**src/hw/rtl/anp_pkg.sv**
```systemverilog
// Shared types and constants of the ASCII number parser.
// Status codes, character codes, register indexes and control/status structs.
// No dependencies.
`default_nettype none

package anp_pkg;

  localparam int CHAR_W   = 8;
  localparam int BASE_W   = 6;
  localparam int VALUE_W  = 64;
  localparam int STATUS_W = 3;
  localparam int FRAC_W   = 30;
  localparam int PROD_W   = VALUE_W + BASE_W;

  localparam logic [STATUS_W-1:0] ST_OK     = 3'd0;
  localparam logic [STATUS_W-1:0] ST_EMPTY  = 3'd1;
  localparam logic [STATUS_W-1:0] ST_NOTNUM = 3'd2;
  localparam logic [STATUS_W-1:0] ST_BASE   = 3'd3;
  localparam logic [STATUS_W-1:0] ST_OVF    = 3'd4;

  localparam logic [CHAR_W-1:0] CH_MINUS  = 8'h2D;
  localparam logic [CHAR_W-1:0] CH_POINT  = 8'h2E;
  localparam logic [CHAR_W-1:0] CH_ZERO   = 8'h30;
  localparam logic [CHAR_W-1:0] CH_NINE   = 8'h39;
  localparam logic [CHAR_W-1:0] CH_UPPER_A = 8'h41;
  localparam logic [CHAR_W-1:0] CH_UPPER_Z = 8'h5A;
  localparam logic [CHAR_W-1:0] CH_LOWER_A = 8'h61;
  localparam logic [CHAR_W-1:0] CH_LOWER_Z = 8'h7A;

  localparam logic CFG_NUMBER_BASE  = 1'b0;
  localparam logic CFG_DECIMAL_MODE = 1'b1;

  localparam logic [BASE_W-1:0] BASE_MIN   = 6'd2;
  localparam logic [BASE_W-1:0] BASE_MAX   = 6'd36;
  localparam logic [BASE_W-1:0] BASE_DEC   = 6'd10;
  localparam logic [BASE_W-1:0] BASE_RESET = 6'd10;

  typedef struct packed {
    logic load;
    logic update;
    logic finish;
    logic div_start;
    logic add_frac;
    logic check_mag;
    logic emit;
  } anp_cmd_t;

  typedef struct packed {
    logic last;
    logic need_div;
    logic div_done;
  } anp_sts_t;

endpackage

`default_nettype wire

```
**src/hw/rtl/anp_divider.sv**
```systemverilog
// Restoring divider, one quotient bit per cycle.
// Used for the rounded fraction of the parser; no package dependency.
`default_nettype none

module anp_divider #(
  parameter int DIVIDEND_W = 63,
  parameter int DIVISOR_W  = 30
) (
  input  wire                   clk,
  input  wire                   rst_n,
  input  wire                   start,
  input  wire  [DIVIDEND_W-1:0] dividend,
  input  wire  [DIVISOR_W-1:0]  divisor,
  output logic                  done,
  output logic [DIVIDEND_W-1:0] quotient
);

  localparam int CNT_W = $clog2(DIVIDEND_W + 1);

  logic [DIVIDEND_W-1:0] q_r, q_nxt;
  logic [DIVISOR_W-1:0]  rem_r, rem_nxt;
  logic [DIVISOR_W-1:0]  dsr_r, dsr_nxt;
  logic [CNT_W-1:0]      cnt_r, cnt_nxt;
  logic                  busy_r, busy_nxt;
  logic                  done_r, done_nxt;
  logic [DIVISOR_W:0]    shifted;
  logic [DIVISOR_W+1:0]  diff;
  logic                  ge;

  assign shifted = {rem_r, q_r[DIVIDEND_W-1]};
  assign diff    = {1'b0, shifted} - {2'b00, dsr_r};
  assign ge      = ~diff[DIVISOR_W+1];

  always_comb begin
    q_nxt    = q_r;
    rem_nxt  = rem_r;
    dsr_nxt  = dsr_r;
    cnt_nxt  = cnt_r;
    busy_nxt = busy_r;
    done_nxt = 1'b0;
    if (start) begin
      q_nxt    = dividend;
      rem_nxt  = '0;
      dsr_nxt  = divisor;
      cnt_nxt  = CNT_W'(DIVIDEND_W);
      busy_nxt = 1'b1;
    end else if (busy_r) begin
      q_nxt   = {q_r[DIVIDEND_W-2:0], ge};
      rem_nxt = ge ? diff[DIVISOR_W-1:0] : shifted[DIVISOR_W-1:0];
      cnt_nxt = cnt_r - CNT_W'(1);
      if (cnt_r == CNT_W'(1)) begin
        busy_nxt = 1'b0;
        done_nxt = 1'b1;
      end
    end
  end

  always_ff @(posedge clk) begin
    q_r   <= q_nxt;
    rem_r <= rem_nxt;
    dsr_r <= dsr_nxt;
    if (!rst_n) begin
      cnt_r  <= '0;
      busy_r <= 1'b0;
      done_r <= 1'b0;
    end else begin
      cnt_r  <= cnt_nxt;
      busy_r <= busy_nxt;
      done_r <= done_nxt;
    end
  end

  assign done     = done_r;
  assign quotient = q_r;

endmodule

`default_nettype wire

```
**src/hw/rtl/anp_datapath.sv**
```systemverilog
// Parser datapath: configuration, parse state, digit multiply-add, final value.
// Depends on anp_pkg and anp_divider.
`default_nettype none

module anp_datapath
  import anp_pkg::*;
#(
  parameter int FRAC_BITS       = 32,
  parameter int MAX_FRAC_DIGITS = 9
) (
  input  wire                 clk,
  input  wire                 rst_n,
  input  wire                 cfg_wr,
  input  wire                 cfg_index,
  input  wire  [BASE_W-1:0]   cfg_data,
  input  wire  [CHAR_W-1:0]   in_char,
  input  wire                 in_last,
  input  anp_cmd_t            cmd,
  output anp_sts_t            sts,
  output logic [VALUE_W-1:0]  out_value,
  output logic [STATUS_W-1:0] out_status
);

  localparam int CNT_W  = $clog2(MAX_FRAC_DIGITS + 1);
  localparam int DIVD_W = FRAC_W + FRAC_BITS + 1;

  logic [BASE_W-1:0]   nb_r, nb_nxt;
  logic                dm_r, dm_nxt;
  logic [VALUE_W-1:0]  acc_r, acc_nxt;
  logic                neg_r, neg_nxt;
  logic                first_r, first_nxt;
  logic                point_r, point_nxt;
  logic                hasint_r, hasint_nxt;
  logic [FRAC_W-1:0]   fnum_r, fnum_nxt;
  logic [FRAC_W-1:0]   fscale_r, fscale_nxt;
  logic [CNT_W-1:0]    fcnt_r, fcnt_nxt;
  logic [STATUS_W-1:0] err_r, err_nxt;
  logic [CHAR_W-1:0]   char_r, char_nxt;
  logic                last_r, last_nxt;
  logic [PROD_W-1:0]   prod_r, prod_nxt;
  logic [VALUE_W-1:0]  mag_r, mag_nxt;
  logic [VALUE_W-1:0]  oval_r, oval_nxt;
  logic [STATUS_W-1:0] ostat_r, ostat_nxt;

  logic                fixed;
  logic [BASE_W-1:0]   base_clamp;
  logic [BASE_W-1:0]   base;
  logic                dig_ok;
  logic [BASE_W-1:0]   dig;
  logic [VALUE_W-1:0]  lim_full;
  logic [VALUE_W-1:0]  lim_int;
  logic [PROD_W-1:0]   sum;
  logic                ovf;
  logic                err_ok;
  logic [FRAC_W-1:0]   scale_eff;
  logic [DIVD_W-1:0]   dividend;
  logic [DIVD_W-1:0]   quotient;
  logic                div_done;

  assign fixed  = dm_r | point_r;
  assign err_ok = (err_r == ST_OK);

  always_comb begin
    if (nb_r < BASE_MIN) base_clamp = BASE_MIN;
    else if (nb_r > BASE_MAX) base_clamp = BASE_MAX;
    else base_clamp = nb_r;
  end

  assign base = fixed ? BASE_DEC : base_clamp;

  always_comb begin
    dig_ok = 1'b1;
    dig    = '0;
    if (char_r >= CH_ZERO && char_r <= CH_NINE) begin
      dig = BASE_W'(char_r - CH_ZERO);
    end else if (char_r >= CH_LOWER_A && char_r <= CH_LOWER_Z) begin
      dig = BASE_W'(char_r - CH_LOWER_A + 8'd10);
    end else if (char_r >= CH_UPPER_A && char_r <= CH_UPPER_Z) begin
      dig = BASE_W'(char_r - CH_UPPER_A + 8'd10);
    end else begin
      dig_ok = 1'b0;
    end
  end

  assign lim_full = neg_r ? {1'b1, {(VALUE_W-1){1'b0}}} : {1'b0, {(VALUE_W-1){1'b1}}};
  assign lim_int  = fixed ? (lim_full >> FRAC_BITS) : lim_full;
  assign sum      = prod_r + PROD_W'(dig);
  assign ovf      = sum > PROD_W'(lim_int);

  assign scale_eff = (fscale_r == '0) ? FRAC_W'(1) : fscale_r;
  assign dividend  = (DIVD_W'(fnum_r) << FRAC_BITS) + DIVD_W'(scale_eff >> 1);

  anp_divider #(
    .DIVIDEND_W (DIVD_W),
    .DIVISOR_W  (FRAC_W)
  ) u_div (
    .clk      (clk),
    .rst_n    (rst_n),
    .start    (cmd.div_start),
    .dividend (dividend),
    .divisor  (scale_eff),
    .done     (div_done),
    .quotient (quotient)
  );

  always_comb begin
    nb_nxt     = nb_r;
    dm_nxt     = dm_r;
    acc_nxt    = acc_r;
    neg_nxt    = neg_r;
    first_nxt  = first_r;
    point_nxt  = point_r;
    hasint_nxt = hasint_r;
    fnum_nxt   = fnum_r;
    fscale_nxt = fscale_r;
    fcnt_nxt   = fcnt_r;
    err_nxt    = err_r;
    char_nxt   = char_r;
    last_nxt   = last_r;
    prod_nxt   = prod_r;
    mag_nxt    = mag_r;
    oval_nxt   = oval_r;
    ostat_nxt  = ostat_r;

    if (cfg_wr) begin
      case (cfg_index)
        CFG_NUMBER_BASE:  nb_nxt = cfg_data;
        CFG_DECIMAL_MODE: dm_nxt = cfg_data[0];
        default: ;
      endcase
    end

    if (cmd.load) begin
      char_nxt = in_char;
      last_nxt = in_last;
      prod_nxt = PROD_W'(acc_r) * PROD_W'(base);
    end

    if (cmd.update) begin
      first_nxt = 1'b0;
      if (err_ok) begin
        if (first_r && char_r == CH_MINUS) begin
          neg_nxt = 1'b1;
        end else if (dm_r && char_r == CH_POINT && !point_r) begin
          if (!hasint_r) err_nxt = ST_EMPTY;
          else point_nxt = 1'b1;
        end else if (!dig_ok) begin
          err_nxt = ST_NOTNUM;
        end else if (dig >= base) begin
          err_nxt = ST_BASE;
        end else if (point_r) begin
          if (fcnt_r < CNT_W'(MAX_FRAC_DIGITS)) begin
            fnum_nxt   = fnum_r * FRAC_W'(10) + FRAC_W'(dig);
            fscale_nxt = fscale_r * FRAC_W'(10);
            fcnt_nxt   = fcnt_r + CNT_W'(1);
          end
        end else if (ovf) begin
          err_nxt = ST_OVF;
        end else begin
          acc_nxt    = sum[VALUE_W-1:0];
          hasint_nxt = 1'b1;
        end
      end
    end

    if (cmd.finish) begin
      mag_nxt = acc_r;
      if (err_ok && !hasint_r) err_nxt = ST_EMPTY;
      else if (err_ok && fixed && acc_r > lim_int) err_nxt = ST_OVF;
    end

    if (cmd.add_frac) begin
      mag_nxt = (acc_r << FRAC_BITS) + VALUE_W'(quotient[FRAC_BITS:0]);
    end

    if (cmd.check_mag) begin
      if (mag_r > lim_full) err_nxt = ST_OVF;
    end

    if (cmd.emit) begin
      oval_nxt   = err_ok ? (neg_r ? (~mag_r + VALUE_W'(1)) : mag_r) : '0;
      ostat_nxt  = err_r;
      acc_nxt    = '0;
      neg_nxt    = 1'b0;
      first_nxt  = 1'b1;
      point_nxt  = 1'b0;
      hasint_nxt = 1'b0;
      fnum_nxt   = '0;
      fscale_nxt = FRAC_W'(1);
      fcnt_nxt   = '0;
      err_nxt    = ST_OK;
    end
  end

  always_ff @(posedge clk) begin
    char_r  <= char_nxt;
    last_r  <= last_nxt;
    prod_r  <= prod_nxt;
    mag_r   <= mag_nxt;
    oval_r  <= oval_nxt;
    ostat_r <= ostat_nxt;
    if (!rst_n) begin
      nb_r     <= BASE_RESET;
      dm_r     <= 1'b0;
      acc_r    <= '0;
      neg_r    <= 1'b0;
      first_r  <= 1'b1;
      point_r  <= 1'b0;
      hasint_r <= 1'b0;
      fnum_r   <= '0;
      fscale_r <= FRAC_W'(1);
      fcnt_r   <= '0;
      err_r    <= ST_OK;
    end else begin
      nb_r     <= nb_nxt;
      dm_r     <= dm_nxt;
      acc_r    <= acc_nxt;
      neg_r    <= neg_nxt;
      first_r  <= first_nxt;
      point_r  <= point_nxt;
      hasint_r <= hasint_nxt;
      fnum_r   <= fnum_nxt;
      fscale_r <= fscale_nxt;
      fcnt_r   <= fcnt_nxt;
      err_r    <= err_nxt;
    end
  end

  assign sts.last     = last_r;
  assign sts.need_div = err_ok && hasint_r && fixed && !(acc_r > lim_int);
  assign sts.div_done = div_done;
  assign out_value    = oval_r;
  assign out_status   = ostat_r;

endmodule

`default_nettype wire

```
**src/hw/rtl/anp_ctrl.sv**
```systemverilog
// Parser controller: sequences load, update, finish, divide and output transfer.
// Depends on anp_pkg.
`default_nettype none

module anp_ctrl
  import anp_pkg::*;
(
  input  wire       clk,
  input  wire       rst_n,
  input  wire       in_tvalid,
  output logic      in_tready,
  output logic      out_tvalid,
  input  wire       out_tready,
  input  anp_sts_t  sts,
  output anp_cmd_t  cmd
);

  localparam logic [2:0] S_IDLE = 3'd0;
  localparam logic [2:0] S_UPD  = 3'd1;
  localparam logic [2:0] S_FIN  = 3'd2;
  localparam logic [2:0] S_DIV  = 3'd3;
  localparam logic [2:0] S_ADD  = 3'd4;
  localparam logic [2:0] S_CHK  = 3'd5;
  localparam logic [2:0] S_OUT  = 3'd6;

  logic [2:0] state_r, state_nxt;
  logic       ovalid_r, ovalid_nxt;

  always_comb begin
    state_nxt = state_r;
    cmd       = '0;
    case (state_r)
      S_IDLE: begin
        if (in_tvalid) begin
          cmd.load  = 1'b1;
          state_nxt = S_UPD;
        end
      end
      S_UPD: begin
        cmd.update = 1'b1;
        state_nxt  = sts.last ? S_FIN : S_IDLE;
      end
      S_FIN: begin
        cmd.finish = 1'b1;
        if (sts.need_div) begin
          cmd.div_start = 1'b1;
          state_nxt     = S_DIV;
        end else begin
          state_nxt = S_OUT;
        end
      end
      S_DIV: begin
        if (sts.div_done) state_nxt = S_ADD;
      end
      S_ADD: begin
        cmd.add_frac = 1'b1;
        state_nxt    = S_CHK;
      end
      S_CHK: begin
        cmd.check_mag = 1'b1;
        state_nxt     = S_OUT;
      end
      S_OUT: begin
        if (!ovalid_r || out_tready) begin
          cmd.emit  = 1'b1;
          state_nxt = S_IDLE;
        end
      end
      default: state_nxt = S_IDLE;
    endcase
  end

  always_comb begin
    ovalid_nxt = ovalid_r;
    if (cmd.emit) ovalid_nxt = 1'b1;
    else if (out_tready) ovalid_nxt = 1'b0;
  end

  always_ff @(posedge clk) begin
    if (!rst_n) begin
      state_r  <= S_IDLE;
      ovalid_r <= 1'b0;
    end else begin
      state_r  <= state_nxt;
      ovalid_r <= ovalid_nxt;
    end
  end

  assign in_tready  = (state_r == S_IDLE);
  assign out_tvalid = ovalid_r;

  a_accept_to_update: assert property (@(posedge clk) disable iff (!rst_n)
    in_tvalid && in_tready |=> state_r == S_UPD)
    else $error("accepted byte not followed by update");

  a_inner_byte_returns: assert property (@(posedge clk) disable iff (!rst_n)
    state_r == S_UPD && !sts.last |=> state_r == S_IDLE)
    else $error("non-final byte did not return to idle");

  a_div_holds: assert property (@(posedge clk) disable iff (!rst_n)
    state_r == S_DIV && !sts.div_done |=> state_r == S_DIV)
    else $error("left division before it finished");

  a_emit_sets_valid: assert property (@(posedge clk) disable iff (!rst_n)
    cmd.emit |=> out_tvalid)
    else $error("result loaded without valid");

endmodule

`default_nettype wire

```
**src/hw/rtl/ascii_number_parser_top.sv**
```systemverilog
// ASCII number parser top level: stream ports, configuration port, wiring.
// Depends on anp_pkg, anp_ctrl, anp_datapath (with anp_divider).
//
// Bytes of a number text arrive one per transfer on the in_ stream, in_tlast
// marking the final byte; each text yields one result on the out_ stream:
// out_tdata is the signed value (integer, or fixed point with FRAC_BITS
// fraction bits in decimal mode or once a point is seen) and out_tuser the
// status (ok, empty integer part, not numeric, digit beyond base, overflow;
// value is zero on error). Each byte is accepted and the accumulator times
// base product formed, then the digit is added and the limit checked. The
// final byte passes the finish and output states in integer form, and in
// fixed-point form also divide, fraction-add and check states; the restoring
// divider gives one fraction quotient bit per cycle. A finished result waits
// in the output register; a following non-final byte is taken meanwhile.
`default_nettype none

module ascii_number_parser_top
  import anp_pkg::*;
#(
  parameter int FRAC_BITS       = 32,
  parameter int MAX_FRAC_DIGITS = 9
) (
  input  wire                 clk,
  input  wire                 rst_n,
  input  wire                 in_tvalid,
  output logic                in_tready,
  input  wire  [7:0]          in_tdata,   // [7:0] character
  input  wire                 in_tlast,
  output logic                out_tvalid,
  input  wire                 out_tready,
  output logic [63:0]         out_tdata,  // [63:0] value
  output logic [7:0]          out_tuser,  // [2:0] status
  input  wire                 cfg_valid,
  output logic                cfg_ready,
  input  wire                 cfg_index,
  input  wire  [BASE_W-1:0]   cfg_data
);

  anp_cmd_t            cmd;
  anp_sts_t            sts;
  logic [STATUS_W-1:0] status;

  assign cfg_ready = 1'b1;

  anp_ctrl u_ctrl (
    .clk        (clk),
    .rst_n      (rst_n),
    .in_tvalid  (in_tvalid),
    .in_tready  (in_tready),
    .out_tvalid (out_tvalid),
    .out_tready (out_tready),
    .sts        (sts),
    .cmd        (cmd)
  );

  anp_datapath #(
    .FRAC_BITS       (FRAC_BITS),
    .MAX_FRAC_DIGITS (MAX_FRAC_DIGITS)
  ) u_dp (
    .clk        (clk),
    .rst_n      (rst_n),
    .cfg_wr     (cfg_valid & cfg_ready),
    .cfg_index  (cfg_index),
    .cfg_data   (cfg_data),
    .in_char    (in_tdata),
    .in_last    (in_tlast),
    .cmd        (cmd),
    .sts        (sts),
    .out_value  (out_tdata),
    .out_status (status)
  );

  assign out_tuser = {5'b0, status};

endmodule

`default_nettype wire
```
**config.mk**
```make
export PLATFORM = sky130hd
export DESIGN_NAME = ascii_number_parser_top
export DESIGN_NICKNAME = d
export VERILOG_FILES = /design/src/hw/rtl/anp_pkg.sv /design/src/hw/rtl/anp_divider.sv /design/src/hw/rtl/anp_datapath.sv /design/src/hw/rtl/anp_ctrl.sv /design/src/hw/rtl/ascii_number_parser_top.sv
export SDC_FILE = /design/constraint.sdc
export NUM_CORES = 2
export LEC_CHECK = 0
export BUFFER_PORTS_ARGS = -buffer_cell sky130_fd_sc_hd__buf_2
export CAP_MARGIN = 20
export CORE_MARGIN = 2
export CORE_UTILIZATION = 35
export DETAILED_ROUTE_END_ITERATION = 12
export GPL_ROUTABILITY_DRIVEN = 0
export HOLD_SLACK_MARGIN = 0.1
export REMOVE_ABC_BUFFERS = 1
export SLEW_MARGIN = 25
export SYNTH_ARGS = -nofsm -noshare
export SYNTH_HDL_FRONTEND = slang
export SYNTH_HIERARCHICAL = 1
export SYNTH_SLANG_ARGS = --single-unit
```
**constraint.sdc**
```tcl
create_clock -name clk -period 9.8 [get_ports clk]
set_clock_uncertainty 0.05 [all_clocks]
set_input_delay 1.47 -clock clk [delete_from_list [all_inputs] [get_ports clk]]
set_output_delay 1.47 -clock clk [all_outputs]
set_load 0.05 [all_outputs]
```
==> results.py <==
metrics = {
    "worst_setup_path": {
        "cp-end-kind": "register",
        "critPathMaxStageDelay_ns": 0.61,
        "slowest_stage": "or4b_2",
        "crit_start": "u_dp/char_r[0]",
        "worst_ep_required_time_ns": 10.23,
        "worst-path-buf-inv": 2,
        "path_max_fanout": 36,
        "crit_family": "simple AND/OR/NAND/NOR gates",
        "critPathKind": "reg2reg",
        "start_kind": "register",
        "arrival_ns": 8.28,
        "crit_path_frequent_cell": "ha_1",
        "r2r-start": "u_dp/char_r[0]",
    },
    "route": {
        "vias_per_cell": 5.30,
        "wirelength_um": 115000,
        "firstDrtPassIters": 5,
        "drc": 0,
        "first_iter_violations": 2215,
        "vias": 33800,
        "ant_nets": 0,
        "drt-wirelength-per-cell_um": 18.0,
    },
    "synth": {
        "ys.flop_type": "edfxtp_1",
        "syn_area_um2": 43500,
        "synthDistinctLibCells": 98,
        "synth_common_cells": "nand2_1 (658), ha_1 (437), nor2_1 (392), inv_1 (364), edfxtp_1 (303)",
        "synth_top_area_share_pct": 20.9,
        "yosys.area.top_type": "edfxtp_1",
        "synth_area_leaders": "edfxtp_1 (21%), ha_1 (13%), fa_1 (12%)",
        "async_reset_ff_share_pct": 0,
        "synth.avg_cell_area_um2": 9.12,
        "synth_edf_count": 303,
        "synth_most_common_cell": "nand2_1",
        "synth_cells": 4766,
        "seq_area_frac_synth_pct": 29.4,
        "ys_warn_count": 6,
        "ys_seq_elements": 487,
    },
    "cts": {
        "hold_buffers": 0,
        "cts_setup_buffers": 0,
        "cts_max_level": 2,
        "cts_buffer_depth": 3,
        "cts.clk_slew.worst_paths_ns": 0.06,
        "root_buffer": "clkbuf_16",
        "cts_resized": 0,
        "clock-sinks": 487,
        "cts_tree": "built",
        "clkLatencyLatePin_ns": 0.63,
        "numCtsBuffers": 56,
    },
    "sta": {
        "finalHoldViolCount": 0,
        "slew_headroom_pct": 31.6,
        "setup_violations": 0,
        "whs_ns": 0.435,
        "period_share_pct": 80.1,
        "grt_setup_unrepaired": "no",
        "worstMarginPinSlew_ns": 1.03,
        "tns_ns": 0,
        "finalWorstSetupSlack_ns": 1.95,
        "final_max_slew_viol_count": 0,
        "fmax_mhz": 127,
        "fin_crit_ns": 7.85,
    },
    "layout": {
        "fillCellCount": 12400,
        "multiInputGateArea_um2": 28300,
        "nNetsFinal": 5402,
        "stdcell_count": 6377,
        "drive_gt1_share_pct": 7.87,
        "area_growth_pct": 8.59,
        "seq_area_um2": 12800,
    },
    "placement": {
        "hpwl_um": 87200,
        "place_ws_ns": 1.97,
        "io_buffers": 89,
        "dpl.cell_count": 6269,
    },
    "pwr": {
        "power_density_nw_per_um2": 108,
        "combinationalPowerShare_pct": 11.2,
        "p_total_uw": 5120,
        "p_int_uw": 3780,
        "p_leak_uw": 0.0210,
        "seqPwrFrac_pct": 46.3,
        "ir_drop_v": 0.000147,
        "clkPwrFrac_pct": 42.5,
        "p_sw_share_pct": 26.2,
        "p_switching_uw": 1340,
    },
    "status": {
        "status": "complete, no violations",
    },
    "floorplanning": {
        "initial_core_util_pct": 35.2,
        "fp-row-count": 129,
        "die_h_um": 356,
        "ioPinCount": 96,
        "coreArea_um2": 123000,
        "die-area_um2": 127000,
        "die_w_um": 356,
    },
    "global_routing": {
        "grt_pass1_vias": 33300,
        "grt_pass1_wl_um": 185000,
        "globalRouteTotalUtil_pct": 18.0,
        "antenna_found_initial": 12,
        "grt.overflow.total": 0,
        "grt_start_max_net_pins": 99,
    },
    "min_path": {
        "min_from": "u_dp/fscale_r[0]",
        "hold_path.class": "reg2reg",
    },
    "job": {
        "max-cap-violations": 0,
    },
}
## area by class of cell
type / instances / area share, %
inverter: 365 / 2.90
clock buffer: 72 / 3.27
timing repair buffer: 127 / 1.58
antenna: 2 / 0.0106
sequential: 487 / 27.1
multi-input combinational: 3653 / 60.0
tap: 1637 / 4.34
clock inverter: 34 / 0.798
## flip-flops by register name, indices dropped and copies added (netlist names), 3 cells and up
register	count
u_ctrl/state_r	3
u_dp/acc_r	64
u_dp/char_r	8
u_dp/err_r	3
u_dp/fcnt_r	4
u_dp/fnum_r	30
u_dp/fscale_r	30
u_dp/mag_r	64
u_dp/nb_r	6
u_dp/out_status	3
u_dp/out_value	64
u_dp/prod_r	70
u_dp/u_div/cnt_r	6
u_dp/u_div/dsr_r	30
u_dp/u_div/quotient	63
u_dp/u_div/rem_r	30
## cell usage in the layout (no fill, tap or decap), types with 95 or more instances in the layout
master | Yosys | routed
mux2_2 | 95 | 95
dfxtp_1 | 184 | 182
xnor2_1 | 171 | 171
inv_1 | 364 | 363
ha_1 | 437 | 437
xor2_1 | 140 | 140
nand2_1 | 658 | 657
a21oi_1 | 275 | 274
a21o_1 | 136 | 136
edfxtp_1 | 303 | 303
nor2_1 | 392 | 390
o21ai_0 | 147 | 147
fa_1 | 254 | 254
## worst paths after layout
kind	slack [ns]	cells after the start	end
worst min register to register	0.43	2	u_dp/fscale_r[0]
worst max register to register	1.95	30	u_dp/acc_r[34]
worst min-delay path	0.43	2	u_dp/fscale_r[0]
worst max-delay path	1.95	30	u_dp/acc_r[34]
## per-layer routing
layer	GRT usage (%)	share of wire, %
met1	24.6	46
met3	2.80	5.6
met5	0	0.019
met2	29.7	46
met4	4.58	2.5
## cells by family (layout without fill, tap and decap cells)
family,count (synthesis),in the layout,synth area share [%]
AOI/OAI and AO/OA,863,863,13.1
buffers and inverters,633,598,5.67
adders and majority gates,691,691,24.3
xor gates and xnor gates,311,311,6.27
other,3,12,0.0259
and+or+nand+nor,1610,1610,17.2
muxes,168,168,4.14
DFF,487,487,29.4
## metrics by stage
| step | cell area, um^2 | util (%) |
|---|---|---|
| final | 47200 | 38.2 |
| after global routing | 47200 | 38.2 |
| after CTS | 47200 | 38.2 |
| after detailed placement | 45300 | 36.7 |
| after global placement | 45300 | 36.6 |
| after floorplan | 42400 | - |
## power groups by stage
stage / combinational, uW / clock (uW) / sequential (uW)
after floorplan: 410 / 0 / 2380
after global placement: 559 / 0 / 2410
after detailed placement: 570 / 0 / 2410
after CTS: 572 / 2230 / 2370
after global routing: 644 / 2310 / 2380
final: 572 / 2180 / 2370
## tightest hold or removal path, delay by kind of cell (launching register included)
family | cells | cell delay [ns]
DFF | 1 | 0.34
and+or+nand+nor | 2 | 0.10
(Power assumes the default switching activity.)
